### src/rtl/double_ended_queue_with_search_macros.svh
// Assertion macros used by the deque datapath (deqs_dp).
// Needs nothing else; each macro checks on the rising clock edge and is off while in reset.
`ifndef DOUBLE_ENDED_QUEUE_WITH_SEARCH_MACROS_SVH
`define DOUBLE_ENDED_QUEUE_WITH_SEARCH_MACROS_SVH

// The consequent must hold in the same cycle as the antecedent.
`define DEQS_ASSERT_NOW(label, clk, rst_n, ante, cons, msg) \
	label: assert property (@(posedge clk) disable iff (!rst_n) (ante) |-> (cons)) \
		else $error(msg);

// The consequent must hold in the cycle after the antecedent.
`define DEQS_ASSERT_NEXT(label, clk, rst_n, ante, cons, msg) \
	label: assert property (@(posedge clk) disable iff (!rst_n) (ante) |=> (cons)) \
		else $error(msg);

`endif

### src/rtl/deqs_pkg.sv
// Types, constants and address helpers for the double-ended queue.
// Used by the controller, the datapath and the top level; depends on nothing.
package deqs_pkg;

	localparam int DEPTH = 64;
	localparam int AW = (DEPTH > 1) ? $clog2(DEPTH) : 1;
	localparam int CNT_W = 7;
	localparam int SW = ((AW > CNT_W) ? AW : CNT_W) + 1;
	localparam int KEY_W = 32;
	localparam int PADDR_W = 3;

	localparam logic [PADDR_W-1:0] ADDR_CAPACITY = PADDR_W'(0);
	localparam logic [CNT_W-1:0] CAPACITY_RESET = CNT_W'(64);

	typedef enum logic [2:0] {
		OP_PUSH_FRONT = 3'd0,
		OP_PUSH_BACK  = 3'd1,
		OP_POP_FRONT  = 3'd2,
		OP_POP_BACK   = 3'd3,
		OP_SEARCH     = 3'd4
	} op_t;

	typedef enum logic [1:0] {
		STAT_OK    = 2'd0,
		STAT_FULL  = 2'd1,
		STAT_EMPTY = 2'd2
	} status_t;

	typedef enum logic [2:0] {
		S_IDLE,
		S_EXEC,
		S_POP,
		S_SCAN,
		S_SFIN
	} state_t;

	typedef enum logic [2:0] {
		ACT_NONE,
		ACT_PUSH_FRONT,
		ACT_PUSH_BACK,
		ACT_POP_FRONT,
		ACT_POP_BACK,
		ACT_SCAN
	} act_t;

	typedef enum logic [1:0] {
		RES_NONE,
		RES_PLAIN,
		RES_POP,
		RES_SEARCH
	} res_t;

	// Controller to datapath.
	typedef struct packed {
		logic    load;
		act_t    act;
		res_t    res;
		status_t res_status;
	} cmd_t;

	// Datapath to controller.
	typedef struct packed {
		logic [2:0] opcode;
		logic       empty;
		logic       full;
		logic       scan_last;
		logic       out_free;
	} sts_t;

	// Effective limit: the configured capacity, but never more than the store holds.
	function automatic logic [CNT_W-1:0] limit_of(logic [CNT_W-1:0] cap);
		logic [CNT_W-1:0] lim;
		lim = cap;
		if (int'(cap) > DEPTH) lim = CNT_W'(DEPTH);
		return lim;
	endfunction

	// Store slot that lies a given distance behind the head, wrapping at DEPTH.
	function automatic logic [AW-1:0] slot_at(logic [AW-1:0] head, logic [CNT_W-1:0] off);
		logic [SW-1:0] sum;
		sum = SW'(head) + SW'(off);
		if (sum >= SW'(DEPTH)) sum = sum - SW'(DEPTH);
		return AW'(sum);
	endfunction

	function automatic logic [AW-1:0] head_dec(logic [AW-1:0] head);
		logic [AW-1:0] r;
		r = (head == '0) ? AW'(DEPTH - 1) : head - AW'(1);
		return r;
	endfunction

	function automatic logic [AW-1:0] head_inc(logic [AW-1:0] head);
		logic [AW-1:0] r;
		r = (head == AW'(DEPTH - 1)) ? '0 : head + AW'(1);
		return r;
	endfunction

endpackage

### src/rtl/double_ended_queue_with_search.sv
// Top level of the bounded double-ended queue with key search.
// Joins deqs_ctrl and deqs_dp and holds the capacity register behind the APB port.
//
// Input beats (s_*) carry one operation each: s_tuser holds the opcode (push front, push
// back, pop front, pop back, search) and s_tdata the key. Each accepted beat yields exactly
// one output beat (m_*) with status in m_tuser and popped value, found flag and occupancy
// in m_tdata. The queue handles one operation at a time; a beat is accepted in the idle
// state while the result register is empty or being drained. A push, an unused opcode or an
// operation on an empty queue is answered from the execute state, a pop after one entry RAM
// read, and a search after reading one entry per cycle through the single RAM read port.
// The block returns to idle as the result is registered and takes no new beat before that.
// Reset empties the queue and sets capacity to 64; the entry RAM itself is not cleared.
// If the receiver stalls, the result holds in m_tdata/m_tuser and s_tready stays low.
// Capacity sits at byte address 0; the user must write it only while the block is idle,
// as the block itself does not enforce this.
module double_ended_queue_with_search (
	input  logic                          clk,
	input  logic                          arst_n,
	input  logic                          s_tvalid,
	output logic                          s_tready,
	input  logic [31:0]                   s_tdata,  // [31:0] key_value
	input  logic [2:0]                    s_tuser,  // [2:0] opcode
	output logic                          m_tvalid,
	input  logic                          m_tready,
	output logic [39:0]                   m_tdata,  // [31:0] popped_value, [32] key_found,
	                                                 // [39:33] occupancy
	output logic [1:0]                    m_tuser,  // [1:0] status
	input  logic                          psel,
	input  logic                          penable,
	input  logic                          pwrite,
	input  logic [deqs_pkg::PADDR_W-1:0]  paddr,
	input  logic [31:0]                   pwdata,
	output logic [31:0]                   prdata,
	output logic                          pready
);

	logic [deqs_pkg::CNT_W-1:0] capacity_q;
	deqs_pkg::cmd_t             cmd;
	deqs_pkg::sts_t             sts;
	logic                       out_found;
	logic [deqs_pkg::KEY_W-1:0] out_popped;
	logic [deqs_pkg::CNT_W-1:0] out_occupancy;

	assign pready = 1'b1;

	always_ff @(posedge clk or negedge arst_n) begin
		if (!arst_n) capacity_q <= deqs_pkg::CAPACITY_RESET;
		else if (psel && penable && pwrite && paddr == deqs_pkg::ADDR_CAPACITY)
			capacity_q <= pwdata[deqs_pkg::CNT_W-1:0];
	end

	assign prdata = (paddr == deqs_pkg::ADDR_CAPACITY) ? 32'(capacity_q) : '0;

	deqs_ctrl u_ctrl (
		.clk      (clk),
		.arst_n   (arst_n),
		.in_valid (s_tvalid),
		.in_ready (s_tready),
		.sts      (sts),
		.cmd      (cmd)
	);

	deqs_dp u_dp (
		.clk           (clk),
		.arst_n        (arst_n),
		.in_opcode     (s_tuser),
		.in_key        (s_tdata),
		.capacity      (capacity_q),
		.cmd           (cmd),
		.sts           (sts),
		.out_valid     (m_tvalid),
		.out_ready     (m_tready),
		.out_status    (m_tuser),
		.out_popped    (out_popped),
		.out_found     (out_found),
		.out_occupancy (out_occupancy)
	);

	assign m_tdata = {out_occupancy, out_found, out_popped};

endmodule

### src/rtl/deqs_ram.sv
// Generic single-write, single-read RAM with a registered read port.
// Self-contained; holds the queue entries.
module deqs_ram #(
	parameter int WIDTH = 32,
	parameter int DEPTH = 64
) (
	input  logic                                   clk,
	input  logic                                   we,
	input  logic [((DEPTH > 1) ? $clog2(DEPTH) : 1)-1:0] waddr,
	input  logic [WIDTH-1:0]                       wdata,
	input  logic                                   re,
	input  logic [((DEPTH > 1) ? $clog2(DEPTH) : 1)-1:0] raddr,
	output logic [WIDTH-1:0]                       rdata
);

	logic [WIDTH-1:0] mem_q [DEPTH];
	logic [WIDTH-1:0] rdata_q;

	always_ff @(posedge clk) begin
		if (we) mem_q[waddr] <= wdata;
		if (re) rdata_q <= mem_q[raddr];
	end

	assign rdata = rdata_q;

endmodule

### src/rtl/deqs_ctrl.sv
// Controller state machine of the deque: sequences push, pop and search.
// Depends on deqs_pkg; drives the datapath through cmd_t and watches sts_t.
module deqs_ctrl (
	input  logic            clk,
	input  logic            arst_n,
	input  logic            in_valid,
	output logic            in_ready,
	input  deqs_pkg::sts_t  sts,
	output deqs_pkg::cmd_t  cmd
);

	deqs_pkg::state_t state_q, state_d;

	always_ff @(posedge clk or negedge arst_n) begin
		if (!arst_n) state_q <= deqs_pkg::S_IDLE;
		else state_q <= state_d;
	end

	always_comb begin
		state_d = state_q;
		unique case (state_q)
			deqs_pkg::S_IDLE: begin
				if (in_valid && sts.out_free) state_d = deqs_pkg::S_EXEC;
			end
			deqs_pkg::S_EXEC: begin
				state_d = deqs_pkg::S_IDLE;
				case (sts.opcode) inside
					deqs_pkg::OP_POP_FRONT, deqs_pkg::OP_POP_BACK: begin
						if (!sts.empty) state_d = deqs_pkg::S_POP;
					end
					deqs_pkg::OP_SEARCH: begin
						if (!sts.empty)
							state_d = sts.scan_last ? deqs_pkg::S_SFIN : deqs_pkg::S_SCAN;
					end
					default: state_d = deqs_pkg::S_IDLE;
				endcase
			end
			deqs_pkg::S_POP: state_d = deqs_pkg::S_IDLE;
			deqs_pkg::S_SCAN: begin
				if (sts.scan_last) state_d = deqs_pkg::S_SFIN;
			end
			deqs_pkg::S_SFIN: state_d = deqs_pkg::S_IDLE;
			default: state_d = deqs_pkg::S_IDLE;
		endcase
	end

	always_comb begin
		in_ready = 1'b0;
		cmd.load = 1'b0;
		cmd.act = deqs_pkg::ACT_NONE;
		cmd.res = deqs_pkg::RES_NONE;
		cmd.res_status = deqs_pkg::STAT_OK;
		unique case (state_q)
			deqs_pkg::S_IDLE: begin
				in_ready = sts.out_free;
				cmd.load = in_valid && sts.out_free;
			end
			deqs_pkg::S_EXEC: begin
				case (sts.opcode) inside
					deqs_pkg::OP_PUSH_FRONT, deqs_pkg::OP_PUSH_BACK: begin
						cmd.res = deqs_pkg::RES_PLAIN;
						if (sts.full) cmd.res_status = deqs_pkg::STAT_FULL;
						else if (sts.opcode == deqs_pkg::OP_PUSH_FRONT)
							cmd.act = deqs_pkg::ACT_PUSH_FRONT;
						else cmd.act = deqs_pkg::ACT_PUSH_BACK;
					end
					deqs_pkg::OP_POP_FRONT, deqs_pkg::OP_POP_BACK: begin
						if (sts.empty) begin
							cmd.res = deqs_pkg::RES_PLAIN;
							cmd.res_status = deqs_pkg::STAT_EMPTY;
						end else if (sts.opcode == deqs_pkg::OP_POP_FRONT) begin
							cmd.act = deqs_pkg::ACT_POP_FRONT;
						end else begin
							cmd.act = deqs_pkg::ACT_POP_BACK;
						end
					end
					deqs_pkg::OP_SEARCH: begin
						if (sts.empty) begin
							cmd.res = deqs_pkg::RES_PLAIN;
							cmd.res_status = deqs_pkg::STAT_EMPTY;
						end else begin
							cmd.act = deqs_pkg::ACT_SCAN;
						end
					end
					// Unused opcodes complete at once with nothing changed.
					default: cmd.res = deqs_pkg::RES_PLAIN;
				endcase
			end
			deqs_pkg::S_POP: cmd.res = deqs_pkg::RES_POP;
			deqs_pkg::S_SCAN: cmd.act = deqs_pkg::ACT_SCAN;
			deqs_pkg::S_SFIN: cmd.res = deqs_pkg::RES_SEARCH;
			default: cmd.res = deqs_pkg::RES_NONE;
		endcase
	end

endmodule

### src/rtl/deqs_dp.sv
// Datapath of the deque: head and count registers, entry RAM, search compare, result register.
// Depends on deqs_pkg, deqs_ram and the assertion macros header.
`include "double_ended_queue_with_search_macros.svh"

module deqs_dp (
	input  logic                          clk,
	input  logic                          arst_n,
	input  logic [2:0]                    in_opcode,
	input  logic [deqs_pkg::KEY_W-1:0]    in_key,
	input  logic [deqs_pkg::CNT_W-1:0]    capacity,
	input  deqs_pkg::cmd_t                cmd,
	output deqs_pkg::sts_t                sts,
	output logic                          out_valid,
	input  logic                          out_ready,
	output logic [1:0]                    out_status,
	output logic [deqs_pkg::KEY_W-1:0]    out_popped,
	output logic                          out_found,
	output logic [deqs_pkg::CNT_W-1:0]    out_occupancy
);

	logic [2:0]                  op_q;
	logic [deqs_pkg::KEY_W-1:0]  key_q;
	logic [deqs_pkg::AW-1:0]     head_q, head_d;
	logic [deqs_pkg::CNT_W-1:0]  count_q, count_d;
	logic [deqs_pkg::CNT_W-1:0]  scan_k_q;
	logic                        found_q;
	logic                        rd_pend_s1;

	logic                        ram_we, ram_re;
	logic [deqs_pkg::AW-1:0]     ram_waddr, ram_raddr;
	logic [deqs_pkg::KEY_W-1:0]  ram_rdata;
	logic                        match;
	logic                        res_load;

	logic                        out_valid_q;
	logic [1:0]                  out_status_q;
	logic [deqs_pkg::KEY_W-1:0]  out_popped_q;
	logic                        out_found_q;
	logic [deqs_pkg::CNT_W-1:0]  out_occ_q;

	always_comb begin
		head_d = head_q;
		count_d = count_q;
		ram_we = 1'b0;
		ram_waddr = head_q;
		ram_re = 1'b0;
		ram_raddr = head_q;
		case (cmd.act)
			deqs_pkg::ACT_PUSH_FRONT: begin
				head_d = deqs_pkg::head_dec(head_q);
				count_d = count_q + deqs_pkg::CNT_W'(1);
				ram_we = 1'b1;
				ram_waddr = head_d;
			end
			deqs_pkg::ACT_PUSH_BACK: begin
				count_d = count_q + deqs_pkg::CNT_W'(1);
				ram_we = 1'b1;
				ram_waddr = deqs_pkg::slot_at(head_q, count_q);
			end
			deqs_pkg::ACT_POP_FRONT: begin
				head_d = deqs_pkg::head_inc(head_q);
				count_d = count_q - deqs_pkg::CNT_W'(1);
				ram_re = 1'b1;
			end
			deqs_pkg::ACT_POP_BACK: begin
				count_d = count_q - deqs_pkg::CNT_W'(1);
				ram_re = 1'b1;
				ram_raddr = deqs_pkg::slot_at(head_q, count_d);
			end
			deqs_pkg::ACT_SCAN: begin
				ram_re = 1'b1;
				ram_raddr = deqs_pkg::slot_at(head_q, scan_k_q);
			end
			default: ;
		endcase
	end

	deqs_ram #(
		.WIDTH(deqs_pkg::KEY_W),
		.DEPTH(deqs_pkg::DEPTH)
	) u_ram (
		.clk   (clk),
		.we    (ram_we),
		.waddr (ram_waddr),
		.wdata (key_q),
		.re    (ram_re),
		.raddr (ram_raddr),
		.rdata (ram_rdata)
	);

	// A scan read issued last cycle has its data on the RAM output now.
	assign match = rd_pend_s1 && (ram_rdata == key_q);
	assign res_load = (cmd.res != deqs_pkg::RES_NONE);

	always_ff @(posedge clk or negedge arst_n) begin
		if (!arst_n) begin
			head_q <= '0;
			count_q <= '0;
			scan_k_q <= '0;
			found_q <= 1'b0;
			rd_pend_s1 <= 1'b0;
		end else begin
			head_q <= head_d;
			count_q <= count_d;
			rd_pend_s1 <= (cmd.act == deqs_pkg::ACT_SCAN);
			if (cmd.load) begin
				scan_k_q <= '0;
				found_q <= 1'b0;
			end else begin
				if (cmd.act == deqs_pkg::ACT_SCAN) scan_k_q <= scan_k_q + deqs_pkg::CNT_W'(1);
				if (match) found_q <= 1'b1;
			end
		end
	end

	always_ff @(posedge clk) begin
		if (cmd.load) begin
			op_q <= in_opcode;
			key_q <= in_key;
		end
	end

	always_ff @(posedge clk or negedge arst_n) begin
		if (!arst_n) out_valid_q <= 1'b0;
		else if (res_load) out_valid_q <= 1'b1;
		else if (out_ready) out_valid_q <= 1'b0;
	end

	always_ff @(posedge clk) begin
		if (res_load) begin
			out_status_q <= cmd.res_status;
			out_occ_q <= count_d;
			out_popped_q <= (cmd.res == deqs_pkg::RES_POP) ? ram_rdata : '0;
			out_found_q <= (cmd.res == deqs_pkg::RES_SEARCH) && (found_q || match);
		end
	end

	assign sts.opcode = op_q;
	assign sts.empty = (count_q == '0);
	assign sts.full = (count_q >= deqs_pkg::limit_of(capacity));
	assign sts.scan_last = (scan_k_q == count_q - deqs_pkg::CNT_W'(1));
	assign sts.out_free = !out_valid_q || out_ready;

	assign out_valid = out_valid_q;
	assign out_status = out_status_q;
	assign out_popped = out_popped_q;
	assign out_found = out_found_q;
	assign out_occupancy = out_occ_q;

	`DEQS_ASSERT_NOW(a_no_result_overwrite, clk, arst_n, res_load, !out_valid_q || out_ready, "result loaded over a beat not yet taken")
	`DEQS_ASSERT_NEXT(a_push_grows, clk, arst_n, cmd.act == deqs_pkg::ACT_PUSH_FRONT || cmd.act == deqs_pkg::ACT_PUSH_BACK, count_q == $past(count_q) + deqs_pkg::CNT_W'(1), "push did not raise the count")
	`DEQS_ASSERT_NOW(a_count_bounded, clk, arst_n, 1'b1, int'(count_q) <= deqs_pkg::DEPTH, "entry count beyond store depth")

endmodule
### config.mk
export PLATFORM = sky130hd
export DESIGN_NAME = double_ended_queue_with_search
export DESIGN_NICKNAME = d
export VERILOG_FILES = /design/src/rtl/deqs_pkg.sv /design/src/rtl/double_ended_queue_with_search.sv /design/src/rtl/deqs_ram.sv /design/src/rtl/deqs_ctrl.sv /design/src/rtl/deqs_dp.sv
export VERILOG_INCLUDE_DIRS = /design/src /design/src/rtl
export SDC_FILE = /design/constraint.sdc
export NUM_CORES = 2
export LEC_CHECK = 0
export BUFFER_PORTS_ARGS = -buffer_cell sky130_fd_sc_hd__buf_2
export CORE_ASPECT_RATIO = 1.4
export CORE_MARGIN = 2
export CORE_UTILIZATION = 55
export DETAILED_ROUTE_END_ITERATION = 7
export PLACE_DENSITY = 0.74
export SETUP_SLACK_MARGIN = 0.2
export SLEW_MARGIN = 20
export SYNTH_ARGS = -nofsm -noshare
export SYNTH_HDL_FRONTEND = slang
export SYNTH_SLANG_ARGS = --single-unit
export TNS_END_PERCENT = 1
### constraint.sdc
create_clock -name clk -period 11.6 [get_ports clk]
set_input_delay 2.32 -clock clk [delete_from_list [all_inputs] [get_ports clk]]
set_output_delay 2.32 -clock clk [all_outputs]
set_load 0.01 [all_outputs]
==> run metrics <==
Clock Sinks roughly 2.2k; DRC errors left 0; Core Rows 173; WP data required ~12,000 ps; Flop pwr share a little under two fifths; Synth async-reset ratio 1.51%; PD cells between 200 and 300 nW/um2; EDFF count, synth between 2k and 2.5k; Syn Area/Cell 16.0 um2; WL/cell 33.3 um; Worst Skew 35.4 ps; Die Span X between 300 and 400 um; Pins Over Slew Limit 0; Die Area 163,000 um2; Post-Synthesis Cells between 5k and 6k; CTS clk-pin slew, worst paths 70 ps; Boundary Pins roughly 150; setup bufs post-CTS 0; Worst Path Arrival about 7600 ps; CTS tree built; pre-CTS setup slack approximately 4500 ps; Hold-fix buffers, CTS 0; most numerous cell in the Yosys netlist edfxtp_1; setup violators final 0; PostCTS Resize Cnt 0; antenna violations before repair 18; status finished, final reports clean; min Tclk post-route 7100 ps; grt ovf 0; top cells by count, synth edfxtp_1 (2,157), mux2i_1 (501), a211oi_1 (326), and3_1 (318), clkbuf_1 (302); Root Driver clkbuf_16; share of cells above drive strength 1 between 10% and 20%; CP Capture Type flip-flop; peak supply drop between 0.3 and 0.4 mV; Unique masters post-synth 80; ranking of synthesized cells by area edfxtp_1 (74%), mux2i_1 (5.7%), a211oi_1 (2.8%), and3_1 (2.3%), nand3_1 (1.6%); vias in the first global route approximately 52k; Worst Max-Slew Pin Slew 1170 ps; f_max 141 MHz; HP Class reg2reg; post-route ant nets 0; DRT Wirelength about 260,000 um; switching power share of the total between 30% and 40%; IO Port Bufs roughly 100; Synth Flop Type edfxtp_1; Initial Utilization 55.4%; placed insts ~7.5k; Clk Latency, worst-skew pair 850 ps; setup ws final 4500 ps; power consumption 26,000 uW; Slew headroom 22.2%; Leakage 0.0333 uW; Gate power share between 30% and 40%; H-tree Lvls 4; pin count of the biggest net entering global routing between 150 and 200; switching power 10,000 uW; initial drt markers roughly 8.4k; part of the cycle the worst path needs between 60% and 70%; aggregate global-route resource usage 31.4%; final net count approximately 5.7k; detailed-route via count approximately 54k; synthesized area between 80,000 and 90,000 um2; critical path class reg2reg; worst-case clock buffer depth 3; Synth Register Bits around 2.2k; unrepaired setup endpoints after global routing no; via/cell ratio ~6.9; CTS buffer count approximately 190; Initial DRT Pass Iterations 8; GP Congestion 0.901; internal power ~16,000 uW; die height between 400 and 500 um; Yosys top cell by area edfxtp_1; Synthesis Warnings 0; register area share after synthesis 74.5%; Crit Path Max Fanout 64; maxcap violations 0; endpoints failing hold 0; clock network fraction of total power 24.4%; Detail Placement HPWL approximately 140,000 um; first-pass GRT wire length 366,000 um; core footprint 159,000 um2; area delta synth->final 11.0%; setup TNS 0 ps; final non-filler cell total approximately 7.8k; top cell type's share of synthesized area around three quarters; Worst setup SP type flip-flop
-- power groups by stage --
stage,sequential [uW],combinational (uW),clock (uW)
final,9710,9940,6360
after global routing,9720,10300,6660
after CTS,9700,9690,6380
after detailed placement,9860,9650,0
after global placement,9860,9420,0
after floorplan,10000,5760,0
-- logic make-up (layout without fill, tap and decap cells) --
group / after synthesis / in the layout / synth area share [%]
other: 2 / 39 / 0.00853
flip-flops: 2190 / 2190 / 74.5
adder cells (fa/ha/maj): 26 / 26 / 0.386
buffers and inverters: 481 / 687 / 2.45
AND/OR/NAND/NOR: 1087 / 1087 / 6.96
XOR/XNOR: 62 / 62 / 0.616
AO/OA/AOI/OAI: 1145 / 1145 / 9.29
multiplexers: 510 / 510 / 5.81
-- flip-flops by register name, indices dropped and copies added (netlist names) --
| name | count |
|---|---|
| u_dp.u_ram.mem_q | 2048 |
| u_dp.key_q | 32 |
| u_dp.out_popped | 32 |
| u_dp.u_ram.rdata | 32 |
| capacity_q | 7 |
| u_dp.count_q | 7 |
| u_dp.out_occupancy | 7 |
| u_dp.scan_k_q | 7 |
| u_dp.head_q | 6 |
| u_ctrl.state_q | 3 |
| u_dp.op_q | 3 |
| u_dp.out_status | 2 |
| u_dp.found_q | 1 |
| u_dp.out_found | 1 |
| u_dp.out_valid | 1 |
| u_dp.rd_pend_s1 | 1 |
-- path summary, 6_finish.rpt --
kind                       cells past startpoint  slack, ps          from                  end
max                                           16       4500  u_dp.op_q[0]  u_dp.u_ram.rdata[1]
min                                            2        530  u_dp.found_q         u_dp.found_q
max reg2reg                                   16       4500  u_dp.op_q[0]  u_dp.u_ram.rdata[1]
min reg2reg                                    2        530  u_dp.found_q         u_dp.found_q
max in group asynchronous                      1       9520        arst_n     u_dp.scan_k_q[2]
min in group asynchronous                      1       1580        arst_n       u_dp.head_q[5]
-- placed cells by master (no fill, tap or decap), types with 28 or more instances in the layout --
cell	instances
a211oi_1	325
a311oi_1	28
a31o_2	89
and2_1	40
and3_1	318
buf_2	102
buf_4	201
clkbuf_1	41
clkbuf_16	196
clkinv_1	47
clkinv_2	33
dfrtp_1	32
edfxtp_1	2157
mux2i_1	500
nand2_1	92
nand3_1	282
nand4_1	46
nor2_1	47
nor3_2	30
nor4_1	102
nor4_2	35
o21ai_0	213
o22a_1	46
o22ai_1	201
o311a_1	67
xnor2_1	33
-- through the flow --
step / hold slack [ps] / area (um2) / utilization, %
2_1_floorplan: 449 / 88200 / -
3_3_place_gp: 510 / 91500 / 57.6
3_5_place_dp: 515 / 91500 / 57.6
4_1_cts: 531 / 97700 / 61.5
5_1_grt: 542 / 97700 / 61.5
6_report: 535 / 97700 / 61.5
-- final cells by class --
cell class	count	area, um2
clock inverter	121	1100
antenna	13	32.5
clock buffer	237	5060
inverter	17	63.8
tap	2100	2630
multi-input combinational	2856	21100
sequential	2190	65600
timing repair buffer	312	2200
fill	11100	61100
-- critical path: stages (launching register included) --
cell	delay [ps]
edfxtp_1	630
nor3b_2	450
a21boi_0	230
o21ai_1	80
buf_4	220
nor2_1	100
a21oi_1	50
ha_1	630
o211a_1	300
and2_4	360
nor2_8	690
buf_4	490
buf_4	910
mux2i_1	290
o22ai_1	110
o311ai_1	870
o2111ai_1	250
-- layer usage --
| layer | share of wire (%) | GRT usage, % |
|---|---|---|
| met1 | 34 | 38.9 |
| met2 | 47 | 49.6 |
| met3 | 12 | 7.69 |
| met4 | 7.3 | 20.0 |
| met5 | 0.032 | 0 |
Power figures use the tool's default switching activity.
